<file path="config.mk">
export PLATFORM = sky130hd
export DESIGN_NAME = led_blink_pattern_register_slave_core
export DESIGN_NICKNAME = d
export VERILOG_FILES = /design/src/rtl/lbprs_pkg.sv /design/src/rtl/lbprs_ctrl.sv /design/src/rtl/lbprs_datapath.sv /design/src/rtl/led_blink_pattern_register_slave_core.sv
export SDC_FILE = /design/constraint.sdc
export NUM_CORES = 1
export LEC_CHECK = 0
export BUFFER_PORTS_ARGS = -buffer_cell sky130_fd_sc_hd__clkbuf_2
export CAP_MARGIN = 20
export CORE_MARGIN = 2
export CORE_UTILIZATION = 35
export CTS_CLUSTER_DIAMETER = 200
export DETAILED_ROUTE_END_ITERATION = 16
export RECOVER_POWER = 100
export SYNTH_ARGS = -nofsm -noshare
export SYNTH_HDL_FRONTEND = slang
export SYNTH_SLANG_ARGS = --single-unit
</file>
<file path="constraint.sdc">
create_clock -name aclk -period 6.2 [get_ports aclk]
set_input_delay 0.93 -clock aclk [delete_from_list [all_inputs] [get_ports aclk]]
set_output_delay 0.93 -clock aclk [all_outputs]
set_load 0.02 [all_outputs]
</file>
<file path="src/rtl/lbprs_pkg.sv">
// Shared types and constants for the LED blink pattern register slave.
// No dependencies; imported by every module of the block.
`timescale 1ns / 1ps

package lbprs_pkg;

    typedef enum logic [1:0] {
        MODE_TICK       = 2'd0,
        MODE_ADDR_START = 2'd1,
        MODE_WRITE      = 2'd2,
        MODE_READ       = 2'd3
    } mode_t;

    typedef struct packed {
        mode_t       mode;
        logic [7:0]  data_in;
    } in_item_t;

    typedef struct packed {
        logic [7:0]  read_data;
        logic        duty_load;
        logic [7:0]  duty_value;
    } out_item_t;

    // Controller to datapath commands.
    typedef struct packed {
        logic capture;     // latch the accepted transaction
        logic exec;        // perform a single-cycle event
        logic scan_start;  // begin search from position plus one
        logic scan_step;   // advance the search by one entry
        logic scan_done;   // commit the found position and duty
        logic scan_sel;    // table read index comes from the search
        logic push;        // move the result into the output register
    } lbprs_cmd_t;

    // Datapath to controller status.
    typedef struct packed {
        logic scan_needed; // tick with zero count
        logic scan_stop;   // search reached a nonzero entry or the end
        logic out_free;    // output register can take a result
    } lbprs_status_t;

    localparam logic [7:0] VERSION_ADDR  = 8'hC0;
    localparam logic [7:0] VERSION_CODE  = 8'h02;
    localparam logic [7:0] ROM_BASE      = 8'hF0;
    localparam logic [7:0] PATTERN_BASE  = 8'h02;
    localparam logic [7:0] ADDR_ENABLE   = 8'h00;
    localparam logic [7:0] ADDR_PWM      = 8'h01;
    localparam logic [7:0] PWM_RESET     = 8'd199;
    localparam logic [7:0] ENTRY0_RESET  = 8'd1;
    localparam logic [7:0] ENTRY1_RESET  = 8'd20;

    function automatic logic [7:0] id_rom(input logic [3:0] idx);
        logic [7:0] v;
        case (idx)
            4'd0:    v = 8'h50;
            4'd1:    v = 8'h49;
            4'd2:    v = 8'h43;
            4'd3:    v = 8'h5F;
            4'd4:    v = 8'h4C;
            4'd5:    v = 8'h49;
            4'd6:    v = 8'h47;
            4'd7:    v = 8'h48;
            4'd8:    v = 8'h54;
            4'd9:    v = 8'h20;
            4'd10:   v = 8'h76;
            4'd11:   v = 8'h32;
            default: v = 8'h00;
        endcase
        return v;
    endfunction

endpackage

</file>
<file path="src/rtl/lbprs_ctrl.sv">
// Controller state machine for the LED blink pattern register slave.
// Depends on lbprs_pkg for the command and status structs.
`timescale 1ns / 1ps

module lbprs_ctrl
    import lbprs_pkg::*;
(
    input  logic          aclk,
    input  logic          aresetn,
    input  logic          s_valid,
    output logic          s_ready,
    input  lbprs_status_t status,
    output lbprs_cmd_t    cmd
);

    typedef enum logic [3:0] {
        ST_IDLE   = 4'b0001,
        ST_DECODE = 4'b0010,
        ST_SCAN   = 4'b0100,
        ST_FINISH = 4'b1000
    } state_t;

    state_t state_reg, state_next;

    always_ff @(posedge aclk) begin
        if (!aresetn) begin
            state_reg <= ST_IDLE;
        end else begin
            state_reg <= state_next;
        end
    end

    always_comb begin
        state_next = state_reg;
        cmd        = '0;
        s_ready    = 1'b0;
        case (state_reg)
            ST_IDLE: begin
                s_ready = 1'b1;
                if (s_valid) begin
                    cmd.capture = 1'b1;
                    state_next  = ST_DECODE;
                end
            end
            ST_DECODE: begin
                if (status.scan_needed) begin
                    cmd.scan_start = 1'b1;
                    state_next     = ST_SCAN;
                end else begin
                    cmd.exec   = 1'b1;
                    state_next = ST_FINISH;
                end
            end
            ST_SCAN: begin
                cmd.scan_sel = 1'b1;
                if (status.scan_stop) begin
                    cmd.scan_done = 1'b1;
                    state_next    = ST_FINISH;
                end else begin
                    cmd.scan_step = 1'b1;
                end
            end
            ST_FINISH: begin
                if (status.out_free) begin
                    cmd.push   = 1'b1;
                    state_next = ST_IDLE;
                end
            end
            default: begin
                state_next = ST_IDLE;
            end
        endcase
    end

endmodule

</file>
<file path="src/rtl/lbprs_datapath.sv">
// Datapath: register file, pattern table, sequencer counters and output register.
// Depends on lbprs_pkg for payload types, constants and the ID ROM.
`timescale 1ns / 1ps

module lbprs_datapath
    import lbprs_pkg::*;
#(
    parameter int PATTERN_ENTRIES = 10
) (
    input  logic          aclk,
    input  logic          aresetn,
    input  in_item_t      s_data,
    input  lbprs_cmd_t    cmd,
    output lbprs_status_t status,
    output logic          m_valid,
    input  logic          m_ready,
    output out_item_t     m_data
);

    localparam int POS_W  = (PATTERN_ENTRIES > 1) ? $clog2(PATTERN_ENTRIES) : 1;
    localparam int SCAN_W = POS_W + 1;
    localparam logic [POS_W-1:0]  POS_LAST  = POS_W'(PATTERN_ENTRIES - 1);
    localparam logic [SCAN_W-1:0] SCAN_END  = SCAN_W'(PATTERN_ENTRIES);
    localparam logic [8:0]        TBL_SPAN9 = 9'(PATTERN_ENTRIES);

    in_item_t           item_reg;
    logic [7:0]         ptr_reg, ptr_next;
    logic [7:0]         cnt_reg, cnt_next;
    logic [7:0]         enable_reg, enable_next;
    logic [7:0]         pwm_reg, pwm_next;
    logic [7:0]         table_reg [PATTERN_ENTRIES];
    logic [POS_W-1:0]   pos_reg, pos_next;
    logic [7:0]         ticks_reg, ticks_next;
    logic [SCAN_W-1:0]  scan_reg, scan_next;
    out_item_t          res_reg, res_next;
    logic               m_valid_reg, m_valid_next;
    out_item_t          m_data_reg;

    logic [7:0]         wr_addr, wr_off;
    logic               wr_tbl;
    logic [8:0]         rd_addr, rd_off;
    logic               rd_tbl;
    logic [7:0]         rd_val;
    logic [POS_W-1:0]   tbl_idx;
    logic [7:0]         tbl_entry;
    logic               scan_end;
    logic [POS_W-1:0]   final_pos;
    logic [7:0]         final_entry;

    // Write address is pointer plus count minus one, 8-bit wrap.
    assign wr_addr = ptr_reg + cnt_reg - 8'd1;
    assign wr_off  = wr_addr - PATTERN_BASE;
    assign wr_tbl  = (wr_addr >= PATTERN_BASE) && (wr_off < 8'(PATTERN_ENTRIES));

    // Read address has no wrap.
    assign rd_addr = {1'b0, ptr_reg} + {1'b0, cnt_reg};
    assign rd_off  = rd_addr - {1'b0, PATTERN_BASE};
    assign rd_tbl  = (rd_addr >= {1'b0, PATTERN_BASE}) && (rd_off < TBL_SPAN9);

    assign tbl_idx   = cmd.scan_sel ? scan_reg[POS_W-1:0] : rd_off[POS_W-1:0];
    assign tbl_entry = table_reg[tbl_idx];

    always_comb begin
        if (rd_addr == {1'b0, ADDR_ENABLE}) begin
            rd_val = enable_reg;
        end else if (rd_addr == {1'b0, ADDR_PWM}) begin
            rd_val = pwm_reg;
        end else if (rd_tbl) begin
            rd_val = tbl_entry;
        end else if (rd_addr == {1'b0, VERSION_ADDR}) begin
            rd_val = VERSION_CODE;
        end else if (rd_addr[8:4] == {1'b0, ROM_BASE[7:4]}) begin
            rd_val = id_rom(rd_addr[3:0]);
        end else begin
            rd_val = 8'h00;
        end
    end

    // Guard the table read when the search has run off the end.
    assign scan_end    = (scan_reg >= SCAN_END);
    assign final_pos   = scan_end ? '0 : scan_reg[POS_W-1:0];
    assign final_entry = scan_end ? table_reg[0] : tbl_entry;

    assign status.scan_needed = (item_reg.mode == MODE_TICK) && (ticks_reg == 8'd0);
    assign status.scan_stop   = scan_end ? 1'b1 : (tbl_entry != 8'd0);
    assign status.out_free    = !m_valid_reg || m_ready;

    always_comb begin
        ptr_next    = ptr_reg;
        cnt_next    = cnt_reg;
        enable_next = enable_reg;
        pwm_next    = pwm_reg;
        pos_next    = pos_reg;
        ticks_next  = ticks_reg;
        scan_next   = scan_reg;
        res_next    = res_reg;

        if (cmd.exec) begin
            res_next = '0;
            case (item_reg.mode)
                MODE_ADDR_START: begin
                    cnt_next = 8'd0;
                end
                MODE_WRITE: begin
                    if (cnt_reg == 8'd0) begin
                        ptr_next = item_reg.data_in;
                    end else if (wr_addr == ADDR_ENABLE) begin
                        enable_next = item_reg.data_in;
                        pos_next    = POS_LAST;
                        ticks_next  = 8'd0;
                    end else if (wr_addr == ADDR_PWM) begin
                        pwm_next = item_reg.data_in;
                    end
                    cnt_next = cnt_reg + 8'd1;
                end
                MODE_READ: begin
                    res_next.read_data = rd_val;
                    cnt_next           = cnt_reg + 8'd1;
                end
                MODE_TICK: begin
                    ticks_next = ticks_reg - 8'd1;
                end
                default: begin
                    res_next = '0;
                end
            endcase
        end

        if (cmd.scan_start) begin
            scan_next = {1'b0, pos_reg} + SCAN_W'(1);
        end
        if (cmd.scan_step) begin
            scan_next = scan_reg + SCAN_W'(1);
        end
        if (cmd.scan_done) begin
            pos_next            = final_pos;
            ticks_next          = final_entry - 8'd1;
            res_next.read_data  = 8'd0;
            res_next.duty_load  = 1'b1;
            res_next.duty_value = (!final_pos[0] && enable_reg != 8'd0) ? pwm_reg : 8'd0;
        end
    end

    always_comb begin
        if (cmd.push) begin
            m_valid_next = 1'b1;
        end else if (m_ready) begin
            m_valid_next = 1'b0;
        end else begin
            m_valid_next = m_valid_reg;
        end
    end

    always_ff @(posedge aclk) begin
        if (!aresetn) begin
            ptr_reg     <= 8'd0;
            cnt_reg     <= 8'd0;
            enable_reg  <= 8'd0;
            pwm_reg     <= PWM_RESET;
            pos_reg     <= POS_LAST;
            ticks_reg   <= 8'd0;
            m_valid_reg <= 1'b0;
        end else begin
            ptr_reg     <= ptr_next;
            cnt_reg     <= cnt_next;
            enable_reg  <= enable_next;
            pwm_reg     <= pwm_next;
            pos_reg     <= pos_next;
            ticks_reg   <= ticks_next;
            m_valid_reg <= m_valid_next;
        end
    end

    // Pattern durations.
    always_ff @(posedge aclk) begin
        if (!aresetn) begin
            for (int i = 0; i < PATTERN_ENTRIES; i++) begin
                table_reg[i] <= (i == 0) ? ENTRY0_RESET :
                                ((i == 1) ? ENTRY1_RESET : 8'd0);
            end
        end else if (cmd.exec && item_reg.mode == MODE_WRITE && cnt_reg != 8'd0
                     && wr_tbl) begin
            table_reg[wr_off[POS_W-1:0]] <= item_reg.data_in;
        end
    end

    // Payload registers.
    always_ff @(posedge aclk) begin
        if (cmd.capture) begin
            item_reg <= s_data;
        end
        scan_reg <= scan_next;
        res_reg  <= res_next;
        if (cmd.push) begin
            m_data_reg <= res_reg;
        end
    end

    assign m_valid = m_valid_reg;
    assign m_data  = m_data_reg;

endmodule

</file>
<file path="src/rtl/led_blink_pattern_register_slave_core.sv">
// Top level of the LED blink pattern register slave.
// Depends on lbprs_pkg, lbprs_ctrl and lbprs_datapath.
//
//   Channel   Direction  Payload     Transaction
//   s_        in         in_item_t   s_valid && s_ready
//   m_        out        out_item_t  m_valid && m_ready
//
// Each transaction passes through accept, decode and finish, with the pattern
// search between decode and finish. A tick with a zero count walks the pattern
// table one entry per cycle until it finds a nonzero entry or reaches the end.
// The next item is taken while a result still waits in the output register;
// a stalled output holds the block in finish. Reset is synchronous on aresetn
// low and restores all registers at once except the payload registers.
`timescale 1ns / 1ps

module led_blink_pattern_register_slave_core
    import lbprs_pkg::*;
#(
    parameter int PATTERN_ENTRIES = 10
) (
    input  logic      aclk,
    input  logic      aresetn,
    input  logic      s_valid,
    output logic      s_ready,
    input  in_item_t  s_data,
    output logic      m_valid,
    input  logic      m_ready,
    output out_item_t m_data
);

    // Command and status between the sequencing control and the datapath.
    lbprs_cmd_t    cmd;
    lbprs_status_t status;

    // Sequence each transaction: decode, optional search, hand off result.
    lbprs_ctrl u_ctrl (
        .aclk    (aclk),
        .aresetn (aresetn),
        .s_valid (s_valid),
        .s_ready (s_ready),
        .status  (status),
        .cmd     (cmd)
    );

    // Hold bus registers, pattern table, sequencer state and the result.
    lbprs_datapath #(
        .PATTERN_ENTRIES (PATTERN_ENTRIES)
    ) u_datapath (
        .aclk    (aclk),
        .aresetn (aresetn),
        .s_data  (s_data),
        .cmd     (cmd),
        .status  (status),
        .m_valid (m_valid),
        .m_ready (m_ready),
        .m_data  (m_data)
    );

endmodule

</file>
; ---- Word-level counts from Yosys, hierarchy flattened
; Memories as Yosys holds them, arrays and structs flattened.
; Cells that the tools add are included.
[op_classes]
order_cmp = 5
bitwise_logic = 2
reduce_logical = 34
eq_ne = 17
n_mux = 51
addsub = 10
[op_table]
columns = op, count
row1 = $mux 8, 15
row2 = $mux 4, 12
row3 = $pmux 8 s2, 2
row4 = $logic_not 8->1, 3
row5 = $reduce_bool 8->1, 3
row6 = $sub 8x1->8 const B, 3
row7 = $mux 1, 17
row8 = $pmux 4 s4, 1
row9 = $reduce_and 4->1, 3
row10 = $reduce_bool 2->1, 6
row11 = $mux 5, 2
row12 = $add 8x8->9, 1
row13 = $eq 9x1->1 const B, 1
row14 = $eq 9x8->1 const B, 1
row15 = $ge 9x2->1 const B, 1
row16 = $logic_not 9->1, 1
row17 = $lt 9x4->1 const B, 1
row18 = $sub 9x2->9 const B, 1
row19 = $add 8x1->8 const B, 1
row20 = $add 8x8->8, 1
row21 = $eq 8x1->1 const B, 1
row22 = $ge 8x2->1 const B, 1
row23 = $lt 8x4->1 const B, 1
row24 = $ne 2x2->1 const B, 4
row25 = other kinds (26), 36
[totals]
register_bits = 98
romBits = 112
inputBits = 14
wordCells = 138
out_inout_bits = 19
mem_count = 2
ram_bits = 80
[mem_list]
columns = name, words, word_bits, rd, rd_clocked_by_memory_dff, wr, line_no
row1 = (no name shown), 16, 7, 1, 0, 0, lbprs_pkg.sv:55  ; case (idx)
row2 = u_datapath.table_reg, 10, 8, 2, 0, 10, lbprs_datapath.sv:31  ; logic [7:0] table_reg [PATTERN_ENTRIES];

; ---- Depth between registers and ports, before layout
[logic_depth]
depth_mapped = 19
depth_no_buf = 19

; ---- By module
; Synthesis repeated with hierarchy kept, for this count alone.
[unflattened]
cells_unflattened = 1093
hier_area_um2 = 11382.2
[by_module_without_submodules]
columns = mod, cells_per_inst, area_each_um2, seq_area_each_um2, instances
row1 = lbprs_datapath, 1052, 11068.1, 6125.9, 1
row2 = lbprs_ctrl, 41, 314.1, 80.1, 1

; ---- Worst setup path before layout
; OpenSTA, ideal clock, no wires.
[synth_timing]
path_kind = register to register
start = register u_datapath.cnt_reg[0]
end = register u_datapath.scan_reg[2], data pin
period_less_slack_ns = 5.195
t_required_ns = 5.942
arrival_ns = 4.937
setup_ns = 0.258
slack_ns = 1.005
n_path_buf = 1
stages_incl_launch_ff = 20
cell_sequence = dfxtp_1 > ha_1 > fa_1 > xor2_1 > clkinv_1 > ha_1 > xnor2_1 > nor3_1 > o21ai_0 > nand2_1 > clkbuf_1 > a21oi_1 > a32oi_1 > or4b_4 > nor2_4 > mux2_1 > ha_1 > nor2b_1 > o211ai_1 > nand2_1
[synth_via]
elab_chain_len = 9
[synth_lines]
columns = item, line_no
row1 = "start, declared", lbprs_datapath.sv:28  ; logic [7:0] cnt_reg, cnt_next;
row2 = "start signal, assigned", lbprs_datapath.sv:165  ; cnt_reg <= cnt_next;
row3 = $add 8x8->9, lbprs_datapath.sv:56  ; assign rd_addr = {1'b0, ptr_reg} + {1'b0, cnt_reg};
row4 = $sub 9x2->9, lbprs_datapath.sv:57  ; assign rd_off = rd_addr - {1'b0, PATTERN_BASE};
row5 = $mux 4, lbprs_datapath.sv:60  ; assign tbl_idx = cmd.scan_sel ? scan_reg[POS_W-1:0] : rd_off[POS_W-1:0];
row6 = $mem_v2 10x8, n/a
row7 = $reduce_bool 8->1, lbprs_datapath.sv:85  ; assign status.scan_stop = scan_end ? 1'b1 : (tbl_entry != 8'd0);
row8 = $mux 1, lbprs_datapath.sv:85
row9 = $mux 1, lbprs_ctrl.sv:56  ; if (status.scan_stop) begin
row10 = $mux 3, lbprs_ctrl.sv:37  ; case (state_reg)
row11 = $mux 5, lbprs_datapath.sv:132  ; if (cmd.scan_step) begin
row12 = net u_datapath.scan_next[2], lbprs_datapath.sv:34  ; logic [SCAN_W-1:0] scan_reg, scan_next;
row13 = "end signal, assigned", lbprs_datapath.sv:192  ; scan_reg <= scan_next;
row14 = "end, declared", lbprs_datapath.sv:34
; The timed path passes the listed nets, and every way through them passes these cells.
; A chain may end at the register's enable or synchronous reset.

; ---- Final worst setup path
; Ends and elaborated chain as after synthesis.

==> results.md <==
- Status: complete, but fails checks
- Failing checks: max-capacitance violations, max-slew violations
- Post-synthesis cell type count: 78
- Final min period: between 5000 and 6000 ps
- CTS Buf Count: 26
- Drt pass-1 iters: 6
- CTS tree: built
- Chip Width: 185.0 um
- Layout cells sized above 1: a little under a tenth
- Final Setup Violations: 0
- Startpoint types: flip-flop
- # DRC: 0
- Most frequent cells in the layout: edfxtp_1 (168), nand2_1 (116), nor2_1 (114)
- Largest net degree at the start of global routing: 34
- Number of routed nets with antenna violations: 0
- CTS max path bufs: 3
- Core Region: between 30000 and 40000 um^2
- Post-synthesis sequential area ratio: approximately 54%
- Initial antenna violation count: 1
- CP Class: reg2reg
- Post-synth EDFFs: between 150 and 200
- Multi-input logic area: approximately 5000 um^2
- Hold/Removal Path Class: reg2reg
- Fraction of registers with async set/reset: 0%
- RSZ-0062 raised after global routing: no
- FILL cells: 3206
- HPWL Detailed: 22.43 mm
- Cts hold-fix bufs: 0
- Vias: roughly 8.5k
- First-pass GRT wire length: 48.02 mm
- Root Buffer: clkbuf_16
- Tot GR Track Use: 18.40%
- Congestion Overflow GR: 0
- Ys Warns: 0
- Nets: ~1.2k
- Die Footprint: between 30000 and 40000 um^2
- Leakage power: 4.888 nW
- Die height: between 150 and 200 um
- Slowest-stage cell, CP: or4b_4
- Storage cell area: 6206 um^2
- Slew Limit Fails: 43
- Maximum VDD drop: ~0.18 mV
- Crit Path Max Fanout: 12
- Slew HR: -19.36%
- Clock sink count: 226
- Clk slew on worst S/H paths: roughly 60 ps
- Hold Fails Final Rpt: 0
- Dominant synthesized flop cell: edfxtp_1
- Synth Area in XOR/XNOR: about 1.9%
- Worst-Margin Slew: 1790 ps
- Clock skew: ~18 ps
- Total power: roughly 3.4 mW
- Synth Area in Compound Gates: between 10 and 15%
- Cell Chain, Critical Path: ha_1 > fa_1 > xor2_1 > clkinv_1 > clkbuf_1 > ha_1 > mux2i_1 > nor2_1 > a32oi_1 > a21oi_1 > a32oi_1 > or4b_4 > nor2_4 > mux2_1 > ha_1 > nor2b_1 > o211ai_1 > nand2_1
- Synth Area in Adders: approximately 4.3%
- Largest family of logic cells by synthesized area: simple AND/OR/NAND/NOR gates
- Synth Area per Inst: roughly 11 um^2
- Arrival time worst endpoint: 5990 ps
- PD cells: approximately 260 nW/um^2
- Avg WL per Cell: between 15 and 20 um
- Synthesized instance count: 1039
- Wire length after detailed routing: ~31 mm
- N_diodes: 0
- I/O Buffers: 32
- Critical path's largest stage delay: roughly 690 ps
- H-tree levels: 1
- Setup_tns: 0 ps
- CP most frequent cell: ha_1
- Mux share of post-synthesis cell area: between 8 and 9%
- Area delta synth->final: 14.77%
- WP data required: ~6500 ps
- Worst r2r src: u_datapath.cnt_reg[0]
- Tcrit/Tclk final: 92.00%
- Drt via density: between 5 and 6
- Post-synthesis simple-gate area fraction: between 15 and 20%
- Max Clk Rate: between 150 and 200 MHz
- Crit. Startpoint: u_datapath.cnt_reg[0]
- Clock latency on the worst-skew pair: roughly 540 ps
- Crit path capture type: flip-flop
- Row count: between 60 and 70
- Vias in the first global route: about 8.3k
- Synth Cell Area: roughly 11000 um^2
- GP Congestion: between 0.9 and 1
- Starting Density: 35.42%
- # Max-Cap Violations: 2
- Min-delay src: u_datapath.res_reg[4]
- Iter 0 DRT Violations: 958
- Synthesis-stage register bit count: 226
- Commonest non-fill, non-tap cell in the layout: edfxtp_1
- Max reg flops: ~130
- IO Pins: 33
[area by class of cell]
| class | instances | share of cell area, % |
|---|---|---|
| flip-flops and latches | 226 | 47.17 |
| multi-input cells | 765 | 38.42 |
| clock buffers | 36 | 5.630 |
| well taps | 442 | 4.203 |
| repair buffers | 63 | 2.244 |
| inverters | 50 | 1.426 |
| clock inverters | 11 | 0.9129 |
[where the power goes]
group | switching (mW) | internal [mW]
logic | 0.102 | 0.0522
clock network | 0.633 | 0.919
registers | 0.0405 | 1.67
[path summary, 6_finish.rpt]
path,to,slack [ps],depth (start not counted)
worst max-delay path,u_datapath.scan_reg[2],500,18
worst min-delay path,u_datapath.m_data[4],420,0
worst max register to register,u_datapath.scan_reg[2],500,18
worst min register to register,u_datapath.m_data[4],420,0
[critical path, delay by kind of cell (launching register included)]
kind,cells,cell delay (ps)
buffers and inverters,2,400
AO/OA/AOI/OAI,4,780
XOR/XNOR,1,380
AND/OR/NAND/NOR,5,1570
multiplexers,2,610
adder cells (fa/ha/maj),4,1350
flip-flops,1,350
[logic make-up (layout without fill, tap and decap cells)]
logic type      Yosys count  after routing
buf+inv                  95            160
simple gates            391            391
xor+xnor                 25             25
mux                      71             71
flops                   226            226
fa+ha+maj                38             38
other cells               1             48
compound gates          192            192
[synth_stat cells (all sizes together), types with 18 or more instances]
master / number / share of area (%)
edfxtp: 168 / 44
nand2: 116 / 3.8
nor2: 115 / 3.8
dfxtp: 58 / 10
inv: 48 / 1.6
o21ai: 46 / 2.0
mux2i: 45 / 4.0
a21oi: 44 / 1.9
ha: 36 / 3.9
nand3: 31 / 1.4
clkbuf: 30 / 0.98
and3: 23 / 1.3
mux4: 19 / 3.7
xnor2: 19 / 1.5
nand2b: 18 / 0.98
[stage by stage]
step                worst slack (ps)  std cells  cell area, um^2  utilization, %  hold slack [ps]
floorplan                       1005       1086            11640               -            400.3
global placement               578.3       1546            12430           38.41            403.8
detailed placement             384.1       1546            12430           38.41            404.5
CTS                            352.9       1593            13290           41.07            418.5
global route                   78.32       1593            13160           40.65            432.4
finish                         496.0       1593            13160           40.65            417.6
[metal layers]
| metal | vias to the layer above | global-route usage, % | part of all wire, % |
|---|---|---|---|
| met1 | 4111 | 26.07 | 45 |
| met2 | 311 | 28.43 | 44 |
| met5 | - | 0 | 0 |
| met3 | 59 | 2.969 | 7.4 |
| li1 | 3977 | - | - |
| met4 | 0 | 6.730 | 3.2 |
[repair_timing]
| item | CTS | global route |
|---|---|---|
| setup endpoints to repair | 0 | 1 |
| buffers inserted | 0 | 0 |
| resized for setup | 0 | 1 |
Note: power is estimated with default switching activity, not from simulation.
